### config.mk
export PLATFORM = sky130hd
export DESIGN_NAME = http_request_byte_parser
export DESIGN_NICKNAME = d
export VERILOG_FILES = /design/src/hrbp_pkg.sv /design/src/hrbp_step.sv /design/src/http_request_byte_parser.sv
export SDC_FILE = /design/constraint.sdc
export NUM_CORES = 1
export LEC_CHECK = 0
export ABC_AREA = 1
export BUFFER_PORTS_ARGS = -buffer_cell sky130_fd_sc_hd__buf_2
export CORE_MARGIN = 3
export CORE_UTILIZATION = 30
export CTS_CLUSTER_SIZE = 10
export DETAILED_ROUTE_END_ITERATION = 7
export PLACE_DENSITY_LB_ADDON = 0.12
export SLEW_MARGIN = 15
export SYNTH_ARGS = -nofsm -noshare
export SYNTH_HDL_FRONTEND = slang
export SYNTH_SLANG_ARGS = --single-unit
### constraint.sdc
create_clock -name clk -period 8.2 [get_ports clk]
set_input_delay 0.82 -clock clk [delete_from_list [all_inputs] [get_ports clk]]
set_output_delay 0.82 -clock clk [all_outputs]
set_load 0.1 [all_outputs]
### src/hrbp_pkg.sv
package hrbp_pkg;

  localparam int LENGTH_BITS = 32;
  localparam int LENGTH_EXT_BITS = LENGTH_BITS + 4;

  localparam logic [4:0] KEY_LEN  = 5'd14;
  localparam logic [4:0] KEY_MISS = 5'd31;

  localparam logic [7:0] CHAR_CR    = 8'h0D;
  localparam logic [7:0] CHAR_LF    = 8'h0A;
  localparam logic [7:0] CHAR_SP    = 8'h20;
  localparam logic [7:0] CHAR_TAB   = 8'h09;
  localparam logic [7:0] CHAR_QMARK = 8'h3F;
  localparam logic [7:0] CHAR_EQ    = 8'h3D;
  localparam logic [7:0] CHAR_AMP   = 8'h26;
  localparam logic [7:0] CHAR_COLON = 8'h3A;
  localparam logic [7:0] CHAR_SLASH = 8'h2F;
  localparam logic [7:0] CHAR_ZERO  = 8'h30;
  localparam logic [7:0] CHAR_NINE  = 8'h39;
  localparam logic [7:0] CHAR_UA    = 8'h41;
  localparam logic [7:0] CHAR_UZ    = 8'h5A;

  localparam logic [3:0] CLS_NONE    = 4'd0;
  localparam logic [3:0] CLS_METHOD  = 4'd1;
  localparam logic [3:0] CLS_PATH    = 4'd2;
  localparam logic [3:0] CLS_QKEY    = 4'd3;
  localparam logic [3:0] CLS_QVALUE  = 4'd4;
  localparam logic [3:0] CLS_VERSION = 4'd5;
  localparam logic [3:0] CLS_HKEY    = 4'd6;
  localparam logic [3:0] CLS_HVALUE  = 4'd7;
  localparam logic [3:0] CLS_BODY    = 4'd8;

  localparam logic [2:0] STATUS_PARSING     = 3'd0;
  localparam logic [2:0] STATUS_DONE        = 3'd1;
  localparam logic [2:0] STATUS_INVALID     = 3'd2;
  localparam logic [2:0] STATUS_BAD_METHOD  = 3'd3;
  localparam logic [2:0] STATUS_BAD_PATH    = 3'd4;

  typedef enum logic [4:0] {
    ST_START       = 5'd0,
    ST_METHOD      = 5'd1,
    ST_BEFORE_PATH = 5'd2,
    ST_PATH        = 5'd3,
    ST_BEFORE_QKEY = 5'd4,
    ST_QKEY        = 5'd5,
    ST_BEFORE_QVAL = 5'd6,
    ST_QVAL        = 5'd7,
    ST_BEFORE_VER  = 5'd8,
    ST_VER         = 5'd9,
    ST_HKEY        = 5'd10,
    ST_BEFORE_HVAL = 5'd11,
    ST_HVAL        = 5'd12,
    ST_BODY        = 5'd13,
    ST_GOT_CR      = 5'd14,
    ST_GOT_CRLF    = 5'd15,
    ST_GOT_CRLFCR  = 5'd16,
    ST_DONE        = 5'd17,
    ST_BAD         = 5'd18,
    ST_BAD_METHOD  = 5'd19,
    ST_BAD_PATH    = 5'd20
  } parse_state_t;

  typedef struct packed {
    logic [7:0] data_byte;
    logic       last_byte;
    logic       restart;
  } in_item_t;

  typedef struct packed {
    logic [7:0]  byte_out;
    logic [3:0]  field_class;
    logic        field_end;
    logic [3:0]  ended_class;
    logic [2:0]  status;
    logic [31:0] body_length;
  } out_item_t;

  typedef struct packed {
    parse_state_t           state;
    logic [4:0]             key_match_pos;
    logic                   key_is_length;
    logic                   length_seen;
    logic [LENGTH_BITS-1:0] length_value;
    logic [LENGTH_BITS-1:0] body_remaining;
    logic                   body_to_end;
  } parser_regs_t;

  localparam parser_regs_t REGS_RESET = '{
    state:          ST_START,
    key_match_pos:  5'd0,
    key_is_length:  1'b0,
    length_seen:    1'b0,
    length_value:   '0,
    body_remaining: '0,
    body_to_end:    1'b0
  };

  function automatic logic [7:0] length_key_char(input logic [3:0] idx);
    logic [7:0] ch;
    case (idx)
      4'd0:    ch = 8'h43;
      4'd1:    ch = 8'h6F;
      4'd2:    ch = 8'h6E;
      4'd3:    ch = 8'h74;
      4'd4:    ch = 8'h65;
      4'd5:    ch = 8'h6E;
      4'd6:    ch = 8'h74;
      4'd7:    ch = 8'h2D;
      4'd8:    ch = 8'h4C;
      4'd9:    ch = 8'h65;
      4'd10:   ch = 8'h6E;
      4'd11:   ch = 8'h67;
      4'd12:   ch = 8'h74;
      4'd13:   ch = 8'h68;
      default: ch = 8'h00;
    endcase
    return ch;
  endfunction

  function automatic logic [4:0] key_step(input logic [4:0] pos, input logic [7:0] c);
    logic [4:0] res;
    if (pos < KEY_LEN && c == length_key_char(pos[3:0])) begin
      res = pos + 5'd1;
    end else begin
      res = KEY_MISS;
    end
    return res;
  endfunction

  function automatic logic is_blank(input logic [7:0] c);
    return c == CHAR_SP || c == CHAR_TAB;
  endfunction

endpackage

### src/hrbp_step.sv
module hrbp_step
  import hrbp_pkg::*;
(
  input  parser_regs_t regs,
  input  in_item_t     item,
  output parser_regs_t regs_next,
  output out_item_t    result
);

  parser_regs_t           r;
  parser_regs_t           n;
  logic [7:0]             c;
  logic [3:0]             cls;
  logic [3:0]             ended;
  logic [2:0]             status;
  logic                   upper;
  logic                   digit;
  logic [LENGTH_EXT_BITS-1:0] acc;
  logic [LENGTH_BITS-1:0] rem_dec;
  logic [LENGTH_BITS-1:0] len_sat;

  always_comb begin
    r = item.restart ? REGS_RESET : regs;
    n = r;
    c = item.data_byte;
    cls = CLS_NONE;
    ended = CLS_NONE;
    upper = (c >= CHAR_UA) && (c <= CHAR_UZ);
    digit = (c >= CHAR_ZERO) && (c <= CHAR_NINE);
    acc = ({4'b0, r.length_value} << 3) + ({4'b0, r.length_value} << 1)
        + LENGTH_EXT_BITS'(c - CHAR_ZERO);
    len_sat = (acc[LENGTH_EXT_BITS-1:LENGTH_BITS] != 4'd0) ? '1 : acc[LENGTH_BITS-1:0];
    rem_dec = (r.body_remaining != '0) ? r.body_remaining - LENGTH_BITS'(1) : '0;

    case (r.state)
      ST_START: begin
        if (c == CHAR_CR || c == CHAR_LF || is_blank(c)) begin
        end else if (upper) begin
          cls = CLS_METHOD;
          n.state = ST_METHOD;
        end else begin
          n.state = ST_BAD;
        end
      end
      ST_METHOD: begin
        if (upper) begin
          cls = CLS_METHOD;
        end else if (is_blank(c)) begin
          ended = CLS_METHOD;
          n.state = ST_BEFORE_PATH;
        end else begin
          n.state = ST_BAD_METHOD;
        end
      end
      ST_BEFORE_PATH: begin
        if (is_blank(c)) begin
        end else if (c == CHAR_SLASH) begin
          cls = CLS_PATH;
          n.state = ST_PATH;
        end else begin
          n.state = ST_BAD_PATH;
        end
      end
      ST_PATH: begin
        if (is_blank(c)) begin
          ended = CLS_PATH;
          n.state = ST_BEFORE_VER;
        end else if (c == CHAR_QMARK) begin
          ended = CLS_PATH;
          n.state = ST_BEFORE_QKEY;
        end else begin
          cls = CLS_PATH;
        end
      end
      ST_BEFORE_QKEY: begin
        if (is_blank(c) || c == CHAR_LF || c == CHAR_CR) begin
          n.state = ST_BAD_PATH;
        end else begin
          cls = CLS_QKEY;
          n.state = ST_QKEY;
        end
      end
      ST_QKEY: begin
        if (c == CHAR_EQ) begin
          ended = CLS_QKEY;
          n.state = ST_BEFORE_QVAL;
        end else if (is_blank(c)) begin
          n.state = ST_BAD_PATH;
        end else begin
          cls = CLS_QKEY;
        end
      end
      ST_BEFORE_QVAL: begin
        if (is_blank(c) || c == CHAR_LF || c == CHAR_CR) begin
          n.state = ST_BAD_PATH;
        end else begin
          cls = CLS_QVALUE;
          n.state = ST_QVAL;
        end
      end
      ST_QVAL: begin
        if (c == CHAR_AMP) begin
          ended = CLS_QVALUE;
          n.state = ST_BEFORE_QKEY;
        end else if (is_blank(c)) begin
          ended = CLS_QVALUE;
          n.state = ST_BEFORE_VER;
        end else begin
          cls = CLS_QVALUE;
        end
      end
      ST_BEFORE_VER: begin
        if (!is_blank(c)) begin
          cls = CLS_VERSION;
          n.state = ST_VER;
        end
      end
      ST_VER: begin
        if (c == CHAR_CR) begin
          ended = CLS_VERSION;
          n.state = ST_GOT_CR;
        end else begin
          cls = CLS_VERSION;
        end
      end
      ST_HKEY: begin
        if (c == CHAR_COLON) begin
          ended = CLS_HKEY;
          n.state = ST_BEFORE_HVAL;
          n.key_is_length = (r.key_match_pos == KEY_LEN);
          if (r.key_match_pos == KEY_LEN) begin
            n.length_seen = 1'b1;
            n.length_value = '0;
          end
        end else begin
          cls = CLS_HKEY;
          n.key_match_pos = key_step(r.key_match_pos, c);
        end
      end
      ST_BEFORE_HVAL, ST_HVAL: begin
        if (c == CHAR_CR) begin
          ended = CLS_HVALUE;
          n.key_is_length = 1'b0;
          n.state = ST_GOT_CR;
        end else if (r.state == ST_BEFORE_HVAL && is_blank(c)) begin
        end else begin
          cls = CLS_HVALUE;
          n.state = ST_HVAL;
          if (r.key_is_length) begin
            if (digit) begin
              n.length_value = len_sat;
            end else begin
              n.key_is_length = 1'b0;
            end
          end
        end
      end
      ST_BODY: begin
        cls = CLS_BODY;
        if (r.body_to_end) begin
          if (item.last_byte) begin
            ended = CLS_BODY;
            n.state = ST_DONE;
          end
        end else begin
          n.body_remaining = rem_dec;
          if (rem_dec == '0) begin
            ended = CLS_BODY;
            n.state = ST_DONE;
          end
        end
      end
      ST_GOT_CR: begin
        n.state = (c == CHAR_LF) ? ST_GOT_CRLF : ST_BAD;
      end
      ST_GOT_CRLF: begin
        if (c == CHAR_CR) begin
          n.state = ST_GOT_CRLFCR;
        end else if (is_blank(c)) begin
          n.state = ST_BAD;
        end else begin
          cls = CLS_HKEY;
          n.key_match_pos = key_step(5'd0, c);
          n.state = ST_HKEY;
        end
      end
      ST_GOT_CRLFCR: begin
        if (c == CHAR_LF) begin
          if (r.length_seen) begin
            if (r.length_value != '0) begin
              n.body_remaining = r.length_value;
              n.body_to_end = 1'b0;
              n.state = ST_BODY;
            end else begin
              n.state = ST_DONE;
            end
          end else if (item.last_byte) begin
            n.state = ST_DONE;
          end else begin
            n.body_to_end = 1'b1;
            n.state = ST_BODY;
          end
        end
      end
      default: begin
      end
    endcase

    case (n.state)
      ST_DONE:       status = STATUS_DONE;
      ST_BAD:        status = STATUS_INVALID;
      ST_BAD_METHOD: status = STATUS_BAD_METHOD;
      ST_BAD_PATH:   status = STATUS_BAD_PATH;
      default:       status = STATUS_PARSING;
    endcase

    regs_next = n;
    result.byte_out = c;
    result.field_class = cls;
    result.field_end = (ended != CLS_NONE);
    result.ended_class = ended;
    result.status = status;
    result.body_length = 32'(n.length_value);
  end

endmodule

### src/http_request_byte_parser.sv
// http request byte parser
// item channel (item_valid / item_ready / item) carries one request byte per
// transfer, with last_byte marking the end of the message and restart
// returning the parser to its start state before that byte is parsed.
// result channel (result_valid / result_ready / result) gives exactly one
// result per byte: the byte, its field class, field end mark, status and
// the accumulated content length.
// each result is registered, into the result register or, while that is held, the skid register.
// throughput: one byte per cycle while item_ready is high; the parse step is a single pass of
// logic from the state register and input byte into the result or skid register.
// a two-entry output stage (result register plus skid register) lets the
// block keep taking bytes while a result waits; item_ready is registered
// and drops only when both entries are full.
// reset: parse state returns to start, both output entries are emptied.
// stalls on result_ready hold the presented result unchanged.
module http_request_byte_parser
  import hrbp_pkg::*;
(
  input  logic      clk,
  input  logic      rst,
  input  logic      item_valid,
  output logic      item_ready,
  input  in_item_t  item,
  output logic      result_valid,
  input  logic      result_ready,
  output out_item_t result
);

  parser_regs_t regs;
  parser_regs_t regs_next;
  out_item_t    step_result;
  out_item_t    out_data;
  out_item_t    skid_data;
  logic         out_valid;
  logic         skid_valid;
  logic         item_take;
  logic         result_take;

  hrbp_step u_step (
    .regs      (regs),
    .item      (item),
    .regs_next (regs_next),
    .result    (step_result)
  );

  assign item_ready   = !skid_valid;
  assign item_take    = item_valid && !skid_valid;
  assign result_take  = out_valid && result_ready;
  assign result_valid = out_valid;
  assign result       = out_data;

  always_ff @(posedge clk) begin
    if (rst) begin
      regs <= REGS_RESET;
    end else if (item_take) begin
      regs <= regs_next;
    end
  end

  always_ff @(posedge clk) begin
    if (rst) begin
      out_valid  <= 1'b0;
      skid_valid <= 1'b0;
    end else if (result_take) begin
      if (skid_valid) begin
        out_data   <= skid_data;
        skid_valid <= 1'b0;
      end else begin
        out_valid <= item_take;
        if (item_take) begin
          out_data <= step_result;
        end
      end
    end else if (item_take) begin
      if (!out_valid) begin
        out_valid <= 1'b1;
        out_data  <= step_result;
      end else begin
        skid_valid <= 1'b1;
        skid_data  <= step_result;
      end
    end
  end

  a_skid_implies_out: assert property (@(posedge clk) disable iff (rst)
    skid_valid |-> out_valid)
    else $error("skid entry full while result entry empty");

  a_body_count_live: assert property (@(posedge clk) disable iff (rst)
    (regs.state == ST_BODY && !regs.body_to_end) |-> regs.body_remaining != '0)
    else $error("counted body with zero bytes left");

  a_length_key_seen: assert property (@(posedge clk) disable iff (rst)
    regs.key_is_length |-> regs.length_seen)
    else $error("length value active without length header");

  a_key_pos_range: assert property (@(posedge clk) disable iff (rst)
    (regs.key_match_pos <= KEY_LEN) || (regs.key_match_pos == KEY_MISS))
    else $error("key match position out of range");

  a_transfer_fills: assert property (@(posedge clk) disable iff (rst)
    (item_take && !result_take) |=> out_valid)
    else $error("byte transfer lost its result");

endmodule

* After elaboration in Yosys (flattened, before gate mapping)
Memory sizes are Yosys's and may differ from the RTL's. Cells that the tools add are included.
Word-level totals: bits in registers 183, memories 1, input port bits 14, ROM bits 112
Memory list:
- (no name shown) | words 16, width 7, rd ports 1, clocked after memory_dff 0, wr ports 0, RTL line hrbp_pkg.sv:100 | case (idx)
Cells by class: $add $sub $neg 5, reduce and logical (&&, ||, !) cells 26, eq/ne operators 34, multiplexer cells 108, bitwise gates (word level) 2, $lt $le $gt $ge 5
Operators with widths (number):
- 52-bit two-way mux | 5
- 32-bit two-way mux | 8
- 5-bit two-way mux | 34
- 32-bit one-hot mux with 2 select lines | 2
- 33-bit two-way mux | 3
- 5-bit one-hot mux with 16 select lines | 1
- 77-bit two-way mux | 1
- 32-bit nonzero test | 2
- 4-bit one-hot mux with 14 select lines | 1
- 4-bit two-way mux | 13
- 8-bit by 6-bit == test with 1-bit output, second input constant | 6
- 5-bit by 4-bit == test with 1-bit output, second input constant | 9
- 8-bit two-way mux | 5
- 35-bit by 33-bit adder with 36-bit output | 1
- 36-bit adder | 1
- 34-bit two-way mux | 1
- 3-bit two-way mux | 11
- 32-bit logical NOT | 1
- 4-bit one-hot mux with 8 select lines | 1
- 32-bit by 1-bit subtractor with 32-bit output, second input constant | 1
- 5-bit == test, second input constant | 5
- 8-bit by 4-bit == test with 1-bit output, second input constant | 3
- 5-bit by 3-bit == test with 1-bit output, second input constant | 4
- 8-bit == test | 2
- other kinds (26) | 59

* Logic depth before layout (Yosys ltp)
Gate-level depths: netlist of run 1.
depth after elaboration 13, depth in mapped cells 26

* By module
A second synthesis of run 1 with hierarchy kept.
Second synthesis, totals: cells, all modules 2357, area, all modules 15444.8 µm²
By module, submodules not included:
- hrbp_step | area each 8235.4 µm², cells each 1569, times used 1, sequential area each 0.0 µm²
- http_request_byte_parser | area each 7209.4 µm², cells each 788, times used 1, sequential area each 4704.5 µm²

* Least setup slack after synthesis of run 1
Ideal clock, no wire load.
path kind register to register, start register out_valid (netlist: result_valid), end register out_data, in the netlist result[0], enable pin, arrival 5.668 ns, clock period less this slack 6.208 ns, path slack 1.992 ns, cell stages (with the launch flop) 6, data required time 7.660 ns, setup time 0.540 ns, path buffers 1, path through dfxtp_1 > nand2_1 > nor2_1 > inv_1 > clkbuf_1 > a211oi_1
On the way: longest elaborated chain between the ends 3, elaborated cells on any way between the ends 4, those cells by class 1 x eq/ne; 3 x reduce/logical
Ends and longest elaborated chain:
- from (decl) | RTL line http_request_byte_parser.sv:34 | logic out_valid;
- from (signal assigned) | RTL line http_request_byte_parser.sv:69 | out_valid <= item_take;
- 1-bit logical AND | RTL line http_request_byte_parser.sv:48 | assign result_take = out_valid && result_ready;
- 2-bit by 1-bit inequality test with 1-bit output (no line) / 2-bit nonzero test (equally long branches)
- 4-bit AND reduction (no line) (*)
- to (signal assigned) | RTL line http_request_byte_parser.sv:66 | out_data <= skid_data;
- to (signal assigned) | RTL line http_request_byte_parser.sv:71 | out_data <= step_result;
- to (signal assigned) | RTL line http_request_byte_parser.sv:77 | out_data <= step_result;
- to (decl) | RTL line http_request_byte_parser.sv:32 | out_item_t out_data;
Every way passes the cells marked *; elsewhere a longest branch is shown, timed or not. A chain may end at the register's enable or synchronous reset.

* Final worst setup path of run 1
start input port item[6] (netlist bit), end register out_data, in the netlist result[23], data pin
On the way: longest elaborated chain between the ends 12, elaborated cells on any way between the ends 24, those cells by class 2 x add/sub; 2 x order compare; 4 x eq/ne; 12 x mux; 4 x reduce/logical
Ends and longest elaborated chain:
- from (decl) | RTL line http_request_byte_parser.sv:23 | input in_item_t item,
- 8-bit by 6-bit subtractor with 9-bit output | RTL line hrbp_step.sv:31 | + LENGTH_EXT_BITS'(c - CHAR_ZERO);
- 36-bit adder | RTL line hrbp_step.sv:31
- 4-bit nonzero test | RTL line hrbp_step.sv:32 | len_sat = (acc[LENGTH_EXT_BITS-1:LENGTH_BITS] != 4'd0) ? '1 : acc[LENGTH_BITS-1:0];
- 32-bit two-way mux | RTL line hrbp_step.sv:32
- 32-bit two-way mux | RTL line hrbp_step.sv:150 | if (digit) begin
- 32-bit two-way mux | RTL line hrbp_step.sv:149 | if (r.key_is_length) begin
- 32-bit two-way mux | RTL line hrbp_step.sv:145 | end else if (r.state == ST_BEFORE_HVAL && is_blank(c)) begin
- 32-bit two-way mux | RTL line hrbp_step.sv:141 | if (c == CHAR_CR) begin
- 32-bit one-hot mux with 2 select lines (*) | RTL line hrbp_step.sv:35 | case (r.state)
- 52-bit two-way mux (on tied branches) | RTL line http_request_byte_parser.sv:75, http_request_byte_parser.sv:70
- 52-bit two-way mux (on tied branches) | RTL line http_request_byte_parser.sv:74, http_request_byte_parser.sv:65
- 52-bit two-way mux (*) | RTL line http_request_byte_parser.sv:64 | end else if (result_take) begin
Every way passes the cells marked *; elsewhere a longest branch is shown, timed or not. The select of a mux whose other input is x is not followed.

==> flow_summary.html, run 1 <==
<table>
<tr><th>Metric</th><th>Value</th></tr>
<tr><th colspan="2">Clock tree</th></tr>
<tr><td>H-Tree Level Count</td><td>4</td></tr>
<tr><td>CTS Hold Bufs</td><td>0</td></tr>
<tr><td>Clock tree from TritonCTS</td><td>yes</td></tr>
<tr><td>Number of clock buffers inserted by TritonCTS</td><td>17</td></tr>
<tr><td>Cell at the root of the clock tree</td><td>clkbuf_16</td></tr>
<tr><td>Buffers inserted during post-CTS setup optimization</td><td>0</td></tr>
<tr><td>Number of buffers on the longest clock path</td><td>2</td></tr>
<tr><td>Cts repair resizes</td><td>0</td></tr>
<tr><td>Sink count of the clock tree</td><td>183</td></tr>
<tr><td>Clk slew on worst S/H paths</td><td>0.07 ns</td></tr>
<tr><td>Worst skew pair latency</td><td>0.49 ns</td></tr>
<tr><th colspan="2">Critical path</th></tr>
<tr><td>Highest cell delay on the worst timing path</td><td>0.60 ns</td></tr>
<tr><td>Number of buffers and inverters on the critical path</td><td>7</td></tr>
<tr><td>CP startpoint</td><td>item[6]</td></tr>
<tr><td>Critical path launch point type</td><td>input port</td></tr>
<tr><td>Critical path's slowest cell</td><td>fa_1</td></tr>
<tr><td>Worst R2R Start</td><td>regs[34]$_SDFFE_PP0P_</td></tr>
<tr><td>Required time of the critical path</td><td>8.44 ns</td></tr>
<tr><td>Category of cells accounting for the largest share of critical-path delay</td><td>simple AND/OR/NAND/NOR gates</td></tr>
<tr><td>Largest driver fanout on the critical path</td><td>24</td></tr>
<tr><td>Data arrival, critical path</td><td>5.98 ns</td></tr>
<tr><td>Capturing element type of the critical path</td><td>flop</td></tr>
<tr><td>Worst reg-to-reg path cell count</td><td>23</td></tr>
<tr><td>Slack of the worst reg-to-reg path</td><td>3.33 ns</td></tr>
<tr><td>Last element of the critical path</td><td>result[23]$_DFFE_PP_</td></tr>
<tr><td>Category of the most critical setup path</td><td>in -&gt; reg</td></tr>
<tr><td>Reg2reg end</td><td>result[23]$_DFFE_PP_</td></tr>
<tr><td>Most repeated library cell on the critical path</td><td>nand2_1</td></tr>
<tr><td>Stages on the worst setup path</td><td>25</td></tr>
<tr><th colspan="2">Die</th></tr>
<tr><td>Vertical die dimension</td><td>227.8 um</td></tr>
<tr><td># rows</td><td>80</td></tr>
<tr><td>Core region area</td><td>0.04815 mm2</td></tr>
<tr><td>Starting density of the core</td><td>30.64%</td></tr>
<tr><td>Die ar.</td><td>just over 0.05 mm2</td></tr>
<tr><td>Top-level port count</td><td>68</td></tr>
<tr><td>Die boundary width</td><td>227.8 um</td></tr>
<tr><th colspan="2">Final layout</th></tr>
<tr><td>Util after Layout</td><td>33.95%</td></tr>
<tr><td>Number of filler instances in the final layout</td><td>5332</td></tr>
<tr><td>Antenna cell count</td><td>0</td></tr>
<tr><td>Most common cell after layout, fill and taps aside</td><td>nand2_1</td></tr>
<tr><td>Layout overhead on the synthesized area</td><td>10.80%</td></tr>
<tr><td>Final cell count without fillers</td><td>between 2000 and 3000</td></tr>
<tr><td>Storage element area</td><td>0.004705 mm2</td></tr>
<tr><td>Nets@finish</td><td>2325</td></tr>
<tr><td>Proportion of layout cells with a drive suffix above 1</td><td>8.196%</td></tr>
<tr><td>Area occupied by multi-input gates</td><td>0.008378 mm2</td></tr>
<tr><td>Cell area after layout</td><td>0.01635 mm2</td></tr>
<tr><td>Commonest cells after routing, fill and taps aside</td><td>nand2_1 (542), inv_1 (351), nor2_1 (224), o21ai_0 (179), a21oi_1 (155)</td></tr>
<tr><th colspan="2">GRT</th></tr>
<tr><td>Initial antenna violation count</td><td>0</td></tr>
<tr><td>Number of global-route vias before repair</td><td>13860</td></tr>
<tr><td>Largest net degree at the start of global routing</td><td>84</td></tr>
<tr><td>Global-route wire length before repair</td><td>around 84000 um</td></tr>
<tr><td>Remaining Overflow, GRT</td><td>0</td></tr>
<tr><td>Global routing usage summed across all routing layers</td><td>21.05%</td></tr>
<tr><th colspan="2">Route</th></tr>
<tr><td>Total detailed-routing wirelength</td><td>54640 um</td></tr>
<tr><td>Number of DRC violations after detailed routing</td><td>0</td></tr>
<tr><td>Average routed wire per standard cell</td><td>18.83 um</td></tr>
<tr><td>Vias per cell</td><td>5.006</td></tr>
<tr><td>Number of detailed-routing iterations run before antenna repair</td><td>5</td></tr>
<tr><td>Starting DRT DRC Count</td><td>1045</td></tr>
<tr><td>Via Count</td><td>14520</td></tr>
<tr><td>Final antenna-violating net count</td><td>0</td></tr>
<tr><th colspan="2">Synth</th></tr>
<tr><td>Number of storage elements in the synthesis netlist</td><td>~180</td></tr>
<tr><td>Sequential fraction of the synthesis area</td><td>31.89%</td></tr>
<tr><td>Number of different library cells in the post-synthesis netlist</td><td>49</td></tr>
<tr><td>Share of async-settable or async-resettable flops after synthesis</td><td>0%</td></tr>
<tr><td>Cells after Synth</td><td>2205</td></tr>
<tr><td>Post-synth EDFFs</td><td>roughly 100</td></tr>
<tr><td>Synth warnings</td><td>0</td></tr>
<tr><td>Top_reg_cell synth</td><td>edfxtp_1</td></tr>
<tr><td>Mapped cell area</td><td>0.01475 mm2</td></tr>
<tr><td>Mapped Avg Cell Area</td><td>6.691 um2</td></tr>
<tr><td>Syn nets</td><td>between 2000 and 2500</td></tr>
<tr><th colspan="2">Timing</th></tr>
<tr><td>Worst max-slew margin expressed relative to the limit</td><td>26.83%</td></tr>
<tr><td>Max Clk Rate</td><td>174.4 MHz</td></tr>
<tr><td>Number of setup violations in the final report</td><td>0</td></tr>
<tr><td>Max Slew Vio Count</td><td>0</td></tr>
<tr><td>Clock period minus final worst setup slack</td><td>between 5 and 6 ns</td></tr>
<tr><td>Final hold violation count</td><td>0</td></tr>
<tr><td>Final critical-path setup slack</td><td>approximately 2.5 ns</td></tr>
<tr><td>Actual slew at the worst max-slew pin</td><td>1.095 ns</td></tr>
<tr><td>Final clock skew</td><td>0.01627 ns</td></tr>
<tr><td>Final worst path period share</td><td>69.92%</td></tr>
<tr><td>Aggregate negative setup slack</td><td>0 ns</td></tr>
<tr><td>Setup repair after global routing missed its margin</td><td>no</td></tr>
<tr><th colspan="2">Hold path</th></tr>
<tr><td>Hold Crit Start</td><td>regs[66]$_SDFFE_PP0P_</td></tr>
<tr><td>Class of the tightest hold or removal check</td><td>reg -&gt; reg</td></tr>
<tr><th colspan="2">Power</th></tr>
<tr><td>Max VDD drop</td><td>0.0001403 V</td></tr>
<tr><td>Lkg Pwr</td><td>8.288 nW</td></tr>
<tr><td>Power per cell area</td><td>~160 mW/mm2</td></tr>
<tr><th colspan="2">Placement</th></tr>
<tr><td>Pre-CTS worst setup slack</td><td>just under 2 ns</td></tr>
<tr><td>Placed wire-length estimate after detailed placement</td><td>a little over 40000 um</td></tr>
<tr><td>Weighted congestion at the end of routability-driven global placement</td><td>0.8872</td></tr>
<tr><td>Number of instances in the placed design</td><td>2869</td></tr>
<tr><td>Post-Place Cell Area</td><td>0.01574 mm2</td></tr>
<tr><td>Count of input and output buffers</td><td>67</td></tr>
<tr><th colspan="2">Flow run</th></tr>
<tr><td>MaxCap Viol Count</td><td>0</td></tr>
<tr><th colspan="2">Outcome</th></tr>
<tr><td>Result of the run</td><td>finished clean</td></tr>
</table>
[per-layer routing]
| layer | vias to the layer above | track usage [%] | part of all wire (%) |
|---|---|---|---|
| met5 | - | 0 | 0 |
| met4 | 0 | 8.261 | 3.3 |
| met3 | 84 | 3.980 | 5.6 |
| met2 | 401 | 32.38 | 44 |
| met1 | 6776 | 29.16 | 47 |
| li1 | 7262 | - | - |
[area by class of cell]
class,instances,share of cell area [%]
Sequential cell,183,28.78
Timing Repair Buffer,86,2.924
Tap cell,656,5.021
Inverter,361,8.289
Multi-Input combinational cell,1583,51.25
Clock inverter,15,1.133
Clock buffer,17,2.602
[state kept, by name, indices dropped and copies added (netlist names)]
register,count
regs,77
result_valid,1
skid_valid,1
result,52
skid_data,52
[cell usage after synthesis (4+ instances only)]
cell | number | area [um2]
a211oi_1 | 7 | 52.55
a21o_1 | 5 | 37.54
a21oi_1 | 155 | 775.7
a31oi_1 | 7 | 43.79
a41oi_1 | 5 | 43.79
buf_1 | 5 | 18.77
buf_2 | 13 | 65.06
buf_6 | 5 | 56.30
clkbuf_1 | 55 | 206.5
dfxtp_1 | 79 | 1582
edfxtp_1 | 104 | 3123
fa_1 | 31 | 620.6
ha_1 | 48 | 600.6
inv_1 | 353 | 1325
inv_2 | 5 | 18.77
nand2_1 | 543 | 2038
nand2_2 | 23 | 143.9
nand3_1 | 143 | 715.7
nand4_1 | 25 | 156.4
nor2_1 | 228 | 855.8
nor2_2 | 9 | 56.30
nor3_1 | 15 | 75.07
nor4_1 | 4 | 25.02
o2111ai_1 | 8 | 70.07
o211ai_1 | 34 | 255.2
o21ai_0 | 179 | 895.9
o21ai_1 | 22 | 110.1
o221ai_1 | 13 | 113.9
o22ai_1 | 5 | 31.28
or2_2 | 14 | 87.58
xnor2_1 | 11 | 96.34
xor2_1 | 22 | 192.7
[per-stage QoR]
stage	power (mW)	hold slack, ns
after detailed placement	1.800	0.4572
final	2.667	0.4662
after global placement	1.802	0.4543
after CTS	2.705	0.4686
after floorplan	1.601	0.4453
after global routing	2.825	0.4909
[worst min path at each step]
| stage | endpoint | cells past startpoint |
|---|---|---|
| finish | regs[66]$_SDFFE_PP0P_ | 2 |
| global route | regs[70]$_SDFFE_PP0P_ | 2 |
| CTS | regs[66]$_SDFFE_PP0P_ | 2 |
| detailed placement | regs[66]$_SDFFE_PP0P_ | 2 |
| global placement | regs[66]$_SDFFE_PP0P_ | 2 |
| floorplan | regs[70]$_SDFFE_PP0P_ | 2 |
[logic make-up after synthesis]
kind of cell | share of synthesized area, %
AOI/OAI and AO/OA | 17.49
adders and majority gates | 8.277
buffers and inverters | 11.53
xor gates and xnor gates | 1.959
and+or+nand+nor | 28.65
muxes | 0.2035
DFF | 31.89
[worst reg2reg max path, stage by stage (launching register included)]
cell and delay (ns):
dfxtp_1 0.31, inv_1 0.04, nor2_1 0.32, inv_1 0.19, fa_1 0.52, inv_1 0.05
ha_1 0.38, nand3_1 0.10, nand2_1 0.15, a21oi_1 0.13, o21ai_0 0.50, nand2_1 0.10
o211ai_1 0.12, xor2_1 0.16, nand2_1 0.06, inv_1 0.32, nand2_1 0.10, nor2_1 0.28
buf_4 0.36, nand2_1 0.11, nand2_1 0.09, nand3_1 0.07, o21ai_0 0.11, inv_1 0.06
[report_power, final]
part	switching (mW)	internal, mW
logic	0.544	0.189
registers	0.0265	1.02
clock network	0.426	0.461
Note: power is estimated with default switching activity, not from simulation.
==> run 2: changes to the inputs <==
==> constraint.sdc (replaced) <==
create_clock -name clk -period 5.1 [get_ports clk]
set_input_delay 0.51 -clock clk [delete_from_list [all_inputs] [get_ports clk]]
set_output_delay 0.51 -clock clk [all_outputs]
set_load 0.1 [all_outputs]
==> flow_summary.html, run 2 (synthesized netlist as in run 1, its figures left out) <==
<table>
<tr><th>Metric</th><th>Value</th></tr>
<tr><th colspan="2">Outcome</th></tr>
<tr><td>Result of the run</td><td>finished clean</td></tr>
<tr><th colspan="2">Placement</th></tr>
<tr><td>Placed wire-length estimate after detailed placement</td><td>41600 um</td></tr>
<tr><td>Post-Place Cell Area</td><td>0.01602 mm2</td></tr>
<tr><td>Weighted congestion at the end of routability-driven global placement</td><td>between 0.9 and 1</td></tr>
<tr><td>Count of input and output buffers</td><td>67</td></tr>
<tr><th colspan="2">Route</th></tr>
<tr><td>Number of DRC violations after detailed routing</td><td>0</td></tr>
<tr><td>Number of detailed-routing iterations run before antenna repair</td><td>6</td></tr>
<tr><td>Total detailed-routing wirelength</td><td>55150 um</td></tr>
<tr><td>Vias per cell</td><td>5.078</td></tr>
<tr><td>Average routed wire per standard cell</td><td>18.79 um</td></tr>
<tr><td>Via Count</td><td>14900</td></tr>
<tr><td>Starting DRT DRC Count</td><td>1006</td></tr>
<tr><td>Final antenna-violating net count</td><td>0</td></tr>
<tr><th colspan="2">Hold path</th></tr>
<tr><td>Class of the tightest hold or removal check</td><td>in -&gt; reg</td></tr>
<tr><th colspan="2">Timing</th></tr>
<tr><td>Final worst path period share</td><td>87.92%</td></tr>
<tr><td>Final hold slack</td><td>around 0.27 ns</td></tr>
<tr><td>Actual slew at the worst max-slew pin</td><td>0.8550 ns</td></tr>
<tr><td>Aggregate negative setup slack</td><td>0 ns</td></tr>
<tr><td>Max Clk Rate</td><td>223.0 MHz</td></tr>
<tr><td>Final hold violation count</td><td>0</td></tr>
<tr><td>Final clock skew</td><td>0.02019 ns</td></tr>
<tr><td>Clock period minus final worst setup slack</td><td>roughly 4.5 ns</td></tr>
<tr><td>Max Slew Vio Count</td><td>0</td></tr>
<tr><td>Setup repair after global routing missed its margin</td><td>no</td></tr>
<tr><td>Number of setup violations in the final report</td><td>0</td></tr>
<tr><td>Worst max-slew margin expressed relative to the limit</td><td>43.00%</td></tr>
<tr><th colspan="2">GRT</th></tr>
<tr><td>Number of global-route vias before repair</td><td>14320</td></tr>
<tr><td>Initial antenna violation count</td><td>0</td></tr>
<tr><td>Largest net degree at the start of global routing</td><td>75</td></tr>
<tr><td>Remaining Overflow, GRT</td><td>0</td></tr>
<tr><td>Global routing usage summed across all routing layers</td><td>21.19%</td></tr>
<tr><td>Global-route wire length before repair</td><td>85590 um</td></tr>
<tr><th colspan="2">Clock tree</th></tr>
<tr><td>Clock tree from TritonCTS</td><td>yes</td></tr>
<tr><td>Buffers inserted during post-CTS setup optimization</td><td>0</td></tr>
<tr><td>H-Tree Level Count</td><td>4</td></tr>
<tr><td>Clk slew on worst S/H paths</td><td>0.08 ns</td></tr>
<tr><td>Worst skew pair latency</td><td>~0.50 ns</td></tr>
<tr><td>Cell at the root of the clock tree</td><td>clkbuf_16</td></tr>
<tr><td>Sink count of the clock tree</td><td>183</td></tr>
<tr><td>Number of buffers on the longest clock path</td><td>2</td></tr>
<tr><td>CTS Hold Bufs</td><td>0</td></tr>
<tr><td>Number of clock buffers inserted by TritonCTS</td><td>17</td></tr>
<tr><td>Cts repair resizes</td><td>0</td></tr>
<tr><th colspan="2">Die</th></tr>
<tr><td>Starting density of the core</td><td>30.64%</td></tr>
<tr><td>Core region area</td><td>around 0.048 mm2</td></tr>
<tr><td>Die boundary width</td><td>227.8 um</td></tr>
<tr><td>Vertical die dimension</td><td>227.8 um</td></tr>
<tr><td>Die ar.</td><td>approximately 0.052 mm2</td></tr>
<tr><td>Top-level port count</td><td>just under 70</td></tr>
<tr><td># rows</td><td>80</td></tr>
<tr><th colspan="2">Critical path</th></tr>
<tr><td>Capturing element type of the critical path</td><td>flop</td></tr>
<tr><td>Data arrival, critical path</td><td>4.74 ns</td></tr>
<tr><td>Required time of the critical path</td><td>roughly 5.4 ns</td></tr>
<tr><td>Critical path launch point type</td><td>input port</td></tr>
<tr><td>Largest driver fanout on the critical path</td><td>22</td></tr>
<tr><td>Category of the most critical setup path</td><td>in -&gt; reg</td></tr>
<tr><th colspan="2">Final layout</th></tr>
<tr><td>Nets@finish</td><td>roughly 2400</td></tr>
<tr><td>Proportion of layout cells with a drive suffix above 1</td><td>around a tenth</td></tr>
<tr><td>Number of flip-flops under the largest register name</td><td>77</td></tr>
<tr><td>Most common cell after layout, fill and taps aside</td><td>nand2_1</td></tr>
<tr><td>Number of filler instances in the final layout</td><td>5271</td></tr>
<tr><td>Antenna cell count</td><td>0</td></tr>
<tr><td>Cell area after layout</td><td>0.01661 mm2</td></tr>
<tr><td>Register with the highest flop count</td><td>regs</td></tr>
<tr><td>Commonest cells after routing, fill and taps aside</td><td>nand2_1 (542), inv_1 (351), nor2_1 (224), o21ai_0 (179), a21oi_1 (155)</td></tr>
<tr><td>Layout overhead on the synthesized area</td><td>12.61%</td></tr>
<tr><th colspan="2">Power</th></tr>
<tr><td>Power per cell area</td><td>260.5 mW/mm2</td></tr>
<tr><td>Max VDD drop</td><td>0.0001988 V</td></tr>
<tr><td>Lkg Pwr</td><td>8.459 nW</td></tr>
<tr><th colspan="2">Flow run</th></tr>
<tr><td>MaxCap Viol Count</td><td>0</td></tr>
</table>
[run 2: layout make-up]
class | instances | area, um2 | share of cell area [%]
clock buffer | 19 | 432.9 | 2.606
clock inverter | 13 | 161.4 | 0.9715
inverter | 361 | 1355 | 8.156
multi-input combinational | 1583 | 8378 | 50.43
sequential | 183 | 4705 | 28.32
tap | 656 | 820.8 | 4.940
timing repair buffer | 120 | 762.0 | 4.586
[run 2: where the power goes]
part | internal, mW | total [mW] | switching (mW)
combinational | 0.323 | 1.21 | 0.889
clock | 0.739 | 1.44 | 0.698
sequential | 1.64 | 1.68 | 0.0406
total | 2.70 | 4.33 | 1.63
[run 2: worst paths after layout]
kind                    startpoint                      end  slack (ns)  cells after the start
max reg2reg  regs[40]$_SDFFE_PP0P_     result[27]$_DFFE_PP_        0.78                     24
min                        item[2]  skid_data[44]$_DFFE_PP_        0.27                      1
min reg2reg  regs[70]$_SDFFE_PP0P_    regs[70]$_SDFFE_PP0P_        0.47                      2
max                        item[9]     result[27]$_DFFE_PP_        0.62                     26
[run 2: worst max-delay path: stages]
cell and delay, ns:
buf_2 0.14, inv_1 0.11, nand2_1 0.13, nor2_1 0.25, inv_1 0.17, buf_4 0.32
fa_1 0.59, inv_1 0.04, ha_1 0.35, a21oi_1 0.23, o21ai_0 0.17, a21oi_1 0.15
inv_1 0.08, a21oi_1 0.13, nand2_1 0.08, xor2_1 0.13, nand2_1 0.07, nor2_1 0.13
nand2_1 0.09, nor2_1 0.14, buf_4 0.24, nand2_1 0.10, nand2_1 0.11, nand3_1 0.07
o21ai_0 0.13, inv_1 0.06
[run 2: metal layers]
metal  GRT usage (%)  part of all wire (%)  vias to the layer above
met5               0                     0                        -
met4           7.288                   2.5                        0
met3           2.620                   4.4                       73
met2           34.19                    45                      399
met1           29.29                    48                     7093
li1                -                     -                     7338
[run 2: metrics by stage]
step	cells	setup WS [ns]	util, %	power [mW]
after global routing	2935	0.1255	34.51	4.560
after CTS	2935	0.6185	34.51	4.379
after floorplan	2205	0.3159	-	2.574
after detailed placement	2903	0.08258	33.27	2.918
after global placement	2902	0.06343	33.25	2.918
final	2935	0.6159	34.51	4.328
==> run 3: changes to the inputs <==
==> constraint.sdc (replaced) <==
create_clock -name clk -period 5.1 [get_ports clk]
set_input_delay 0.255 -clock clk [delete_from_list [all_inputs] [get_ports clk]]
set_output_delay 0.255 -clock clk [all_outputs]
set_load 0.1 [all_outputs]
==> flow_summary.html, run 3 (synthesized netlist as in run 1, its figures left out) <==
<table>
<tr><th>Metric</th><th>Value</th></tr>
<tr><th colspan="2">Clock tree</th></tr>
<tr><td>Number of clock buffers inserted by TritonCTS</td><td>17</td></tr>
<tr><td>Clk slew on worst S/H paths</td><td>approximately 0.08 ns</td></tr>
<tr><td>Cell at the root of the clock tree</td><td>clkbuf_16</td></tr>
<tr><td>Worst skew pair latency</td><td>about 0.51 ns</td></tr>
<tr><td>H-Tree Level Count</td><td>4</td></tr>
<tr><td>Number of buffers on the longest clock path</td><td>2</td></tr>
<tr><td>Sink count of the clock tree</td><td>roughly 180</td></tr>
<tr><td>Clock tree from TritonCTS</td><td>yes</td></tr>
<tr><th colspan="2">Timing</th></tr>
<tr><td>Final clock skew</td><td>roughly 0.025 ns</td></tr>
<tr><td>Number of setup violations in the final report</td><td>0</td></tr>
<tr><td>Clock period minus final worst setup slack</td><td>4.729 ns</td></tr>
<tr><td>Actual slew at the worst max-slew pin</td><td>0.9509 ns</td></tr>
<tr><td>Final hold slack</td><td>~0.14 ns</td></tr>
<tr><td>Worst max-slew margin expressed relative to the limit</td><td>36.45%</td></tr>
<tr><td>Aggregate negative setup slack</td><td>0 ns</td></tr>
<tr><td>Final hold violation count</td><td>0</td></tr>
<tr><td>Final worst path period share</td><td>between 90% and 100%</td></tr>
<tr><td>Max Slew Vio Count</td><td>0</td></tr>
<tr><td>Max Clk Rate</td><td>211.5 MHz</td></tr>
<tr><th colspan="2">Route</th></tr>
<tr><td>Vias per cell</td><td>5.005</td></tr>
<tr><td>Average routed wire per standard cell</td><td>18.36 um</td></tr>
<tr><td>Number of DRC violations after detailed routing</td><td>0</td></tr>
<tr><td>Via Count</td><td>14690</td></tr>
<tr><td>Total detailed-routing wirelength</td><td>~54000 um</td></tr>
<tr><td>Starting DRT DRC Count</td><td>between 1000 and 1500</td></tr>
<tr><td>Number of detailed-routing iterations run before antenna repair</td><td>5</td></tr>
<tr><td>Final antenna-violating net count</td><td>0</td></tr>
<tr><th colspan="2">Hold path</th></tr>
<tr><td>Class of the tightest hold or removal check</td><td>in -&gt; reg</td></tr>
<tr><th colspan="2">Critical path</th></tr>
<tr><td>Largest driver fanout on the critical path</td><td>13</td></tr>
<tr><td>Slack of the worst reg-to-reg path</td><td>0.82 ns</td></tr>
<tr><td>Capturing element type of the critical path</td><td>flop</td></tr>
<tr><td>Required time of the critical path</td><td>5.34 ns</td></tr>
<tr><td>Data arrival, critical path</td><td>4.97 ns</td></tr>
<tr><td>Critical path launch point type</td><td>input port</td></tr>
<tr><td>Category of the most critical setup path</td><td>in -&gt; reg</td></tr>
<tr><th colspan="2">Power</th></tr>
<tr><td>Max VDD drop</td><td>0.0001943 V</td></tr>
<tr><td>Lkg Pwr</td><td>about 8.5 nW</td></tr>
<tr><td>Power per cell area</td><td>257.1 mW/mm2</td></tr>
<tr><th colspan="2">Final layout</th></tr>
<tr><td>Register with the highest flop count</td><td>regs</td></tr>
<tr><td>Number of filler instances in the final layout</td><td>5360</td></tr>
<tr><td>Proportion of layout cells with a drive suffix above 1</td><td>9.825%</td></tr>
<tr><td>Commonest cells after routing, fill and taps aside</td><td>nand2_1 (541), inv_1 (350), nor2_1 (222), o21ai_0 (177), a21oi_1 (153)</td></tr>
<tr><td>Nets@finish</td><td>2360</td></tr>
<tr><td>Number of flip-flops under the largest register name</td><td>77</td></tr>
<tr><td>Antenna cell count</td><td>0</td></tr>
<tr><td>Layout overhead on the synthesized area</td><td>13.09%</td></tr>
<tr><td>Most common cell after layout, fill and taps aside</td><td>nand2_1</td></tr>
<tr><th colspan="2">Die</th></tr>
<tr><td>Core region area</td><td>a little under 0.05 mm2</td></tr>
<tr><td>Die boundary width</td><td>227.8 um</td></tr>
<tr><td>Vertical die dimension</td><td>227.8 um</td></tr>
<tr><td># rows</td><td>80</td></tr>
<tr><td>Die ar.</td><td>0.05188 mm2</td></tr>
<tr><td>Starting density of the core</td><td>just over 30%</td></tr>
<tr><td>Top-level port count</td><td>between 60 and 70</td></tr>
<tr><th colspan="2">GRT</th></tr>
<tr><td>Initial antenna violation count</td><td>0</td></tr>
<tr><td>Global routing usage summed across all routing layers</td><td>a little over a fifth</td></tr>
<tr><td>Number of global-route vias before repair</td><td>14220</td></tr>
<tr><td>Remaining Overflow, GRT</td><td>0</td></tr>
<tr><td>Global-route wire length before repair</td><td>84670 um</td></tr>
<tr><td>Largest net degree at the start of global routing</td><td>75</td></tr>
<tr><th colspan="2">Placement</th></tr>
<tr><td>Count of input and output buffers</td><td>between 60 and 70</td></tr>
<tr><td>Weighted congestion at the end of routability-driven global placement</td><td>0.9492</td></tr>
<tr><td>Placed wire-length estimate after detailed placement</td><td>40680 um</td></tr>
<tr><th colspan="2">Flow run</th></tr>
<tr><td>MaxCap Viol Count</td><td>0</td></tr>
<tr><th colspan="2">Outcome</th></tr>
<tr><td>Result of the run</td><td>finished clean</td></tr>
</table>
==> run 3: where the power goes <==
part	switching (mW)	internal [mW]
sequential	0.0415	1.64
clock	0.709	0.693
combinational	0.882	0.325
==> run 3: critical path: stages <==
cell	delay (ns)
dlygate4sd3_1	0.53
buf_2	0.16
inv_1	0.11
nand2_1	0.17
nor2_4	0.23
clkinvlp_4	0.10
buf_4	0.20
fa_1	0.54
inv_1	0.04
ha_1	0.33
a21oi_1	0.22
a21boi_1	0.18
nand2_1	0.12
a21oi_1	0.27
o21bai_1	0.16
nand2_1	0.10
nand2_1	0.05
nand2_1	0.05
nand2_1	0.06
nor2_1	0.16
nand2_1	0.09
nor2_1	0.17
buf_6	0.20
nand2_1	0.08
nand2_1	0.09
nand3_1	0.07
o21ai_0	0.15
inv_1	0.08
==> run 3: path summary, 6_finish.rpt <==
| check | startpoint | end | cells past startpoint |
|---|---|---|---|
| hold reg to reg | regs[68]$_SDFFE_PP0P_ | regs[68]$_SDFFE_PP0P_ | 2 |
| hold / removal | item[3] | skid_data[45]$_DFFE_PP_ | 1 |
| setup / recovery | item[9] | result[21]$_DFFE_PP_ | 28 |
| setup reg to reg | regs[34]$_SDFFE_PP0P_ | result[21]$_DFFE_PP_ | 25 |
==> run 3: layout make-up <==
type                            count  area, um2  share of cell area (%)
Multi-Input combinational cell   1583       8416                   50.43
Sequential cell                   183       4705                   28.19
Inverter                          361       1359                   8.143
Tap cell                          656      820.8                   4.919
Timing Repair Buffer              121      799.5                   4.792
Clock buffer                       18      429.2                   2.572
Clock inverter                     14      157.7                  0.9448
==> run 3: timing repair <==
| item | CTS | global route |
|---|---|---|
| resized for setup | 0 | 14 |
| hold buffers | 4 | 0 |
| endpoints found under the setup margin | 0 | 66 |
| setup buffers | 0 | 3 |
| hold endpoints to repair | 4 | 0 |
==> run 3: routing by layer <==
| layer | share of wire, % | vias up | global-route usage [%] |
|---|---|---|---|
| li1 | - | 7339 | - |
| met1 | 49 | 6908 | 29.51 |
| met2 | 44 | 386 | 32.60 |
| met4 | 2.4 | 0 | 7.327 |
| met3 | 4.8 | 61 | 2.982 |
| met5 | 0 | - | 0 |
==> run 3: metrics by stage <==
| step | total power, mW | instance area (um2) | worst slack (ns) | std cells | utilization (%) |
|---|---|---|---|---|---|
| CTS | 4.335 | 16600 | 0.1610 | 2932 | 34.49 |
| detailed placement | 2.907 | 15980 | 0.2070 | 2896 | 33.18 |
| floorplan | 2.574 | 14760 | 0.3992 | 2205 | - |
| global placement | 2.909 | 15980 | 0.1031 | 2896 | 33.18 |
| finish | 4.290 | 16690 | 0.3715 | 2936 | 34.66 |
| global route | 4.524 | 16690 | -0.01387 | 2936 | 34.66 |
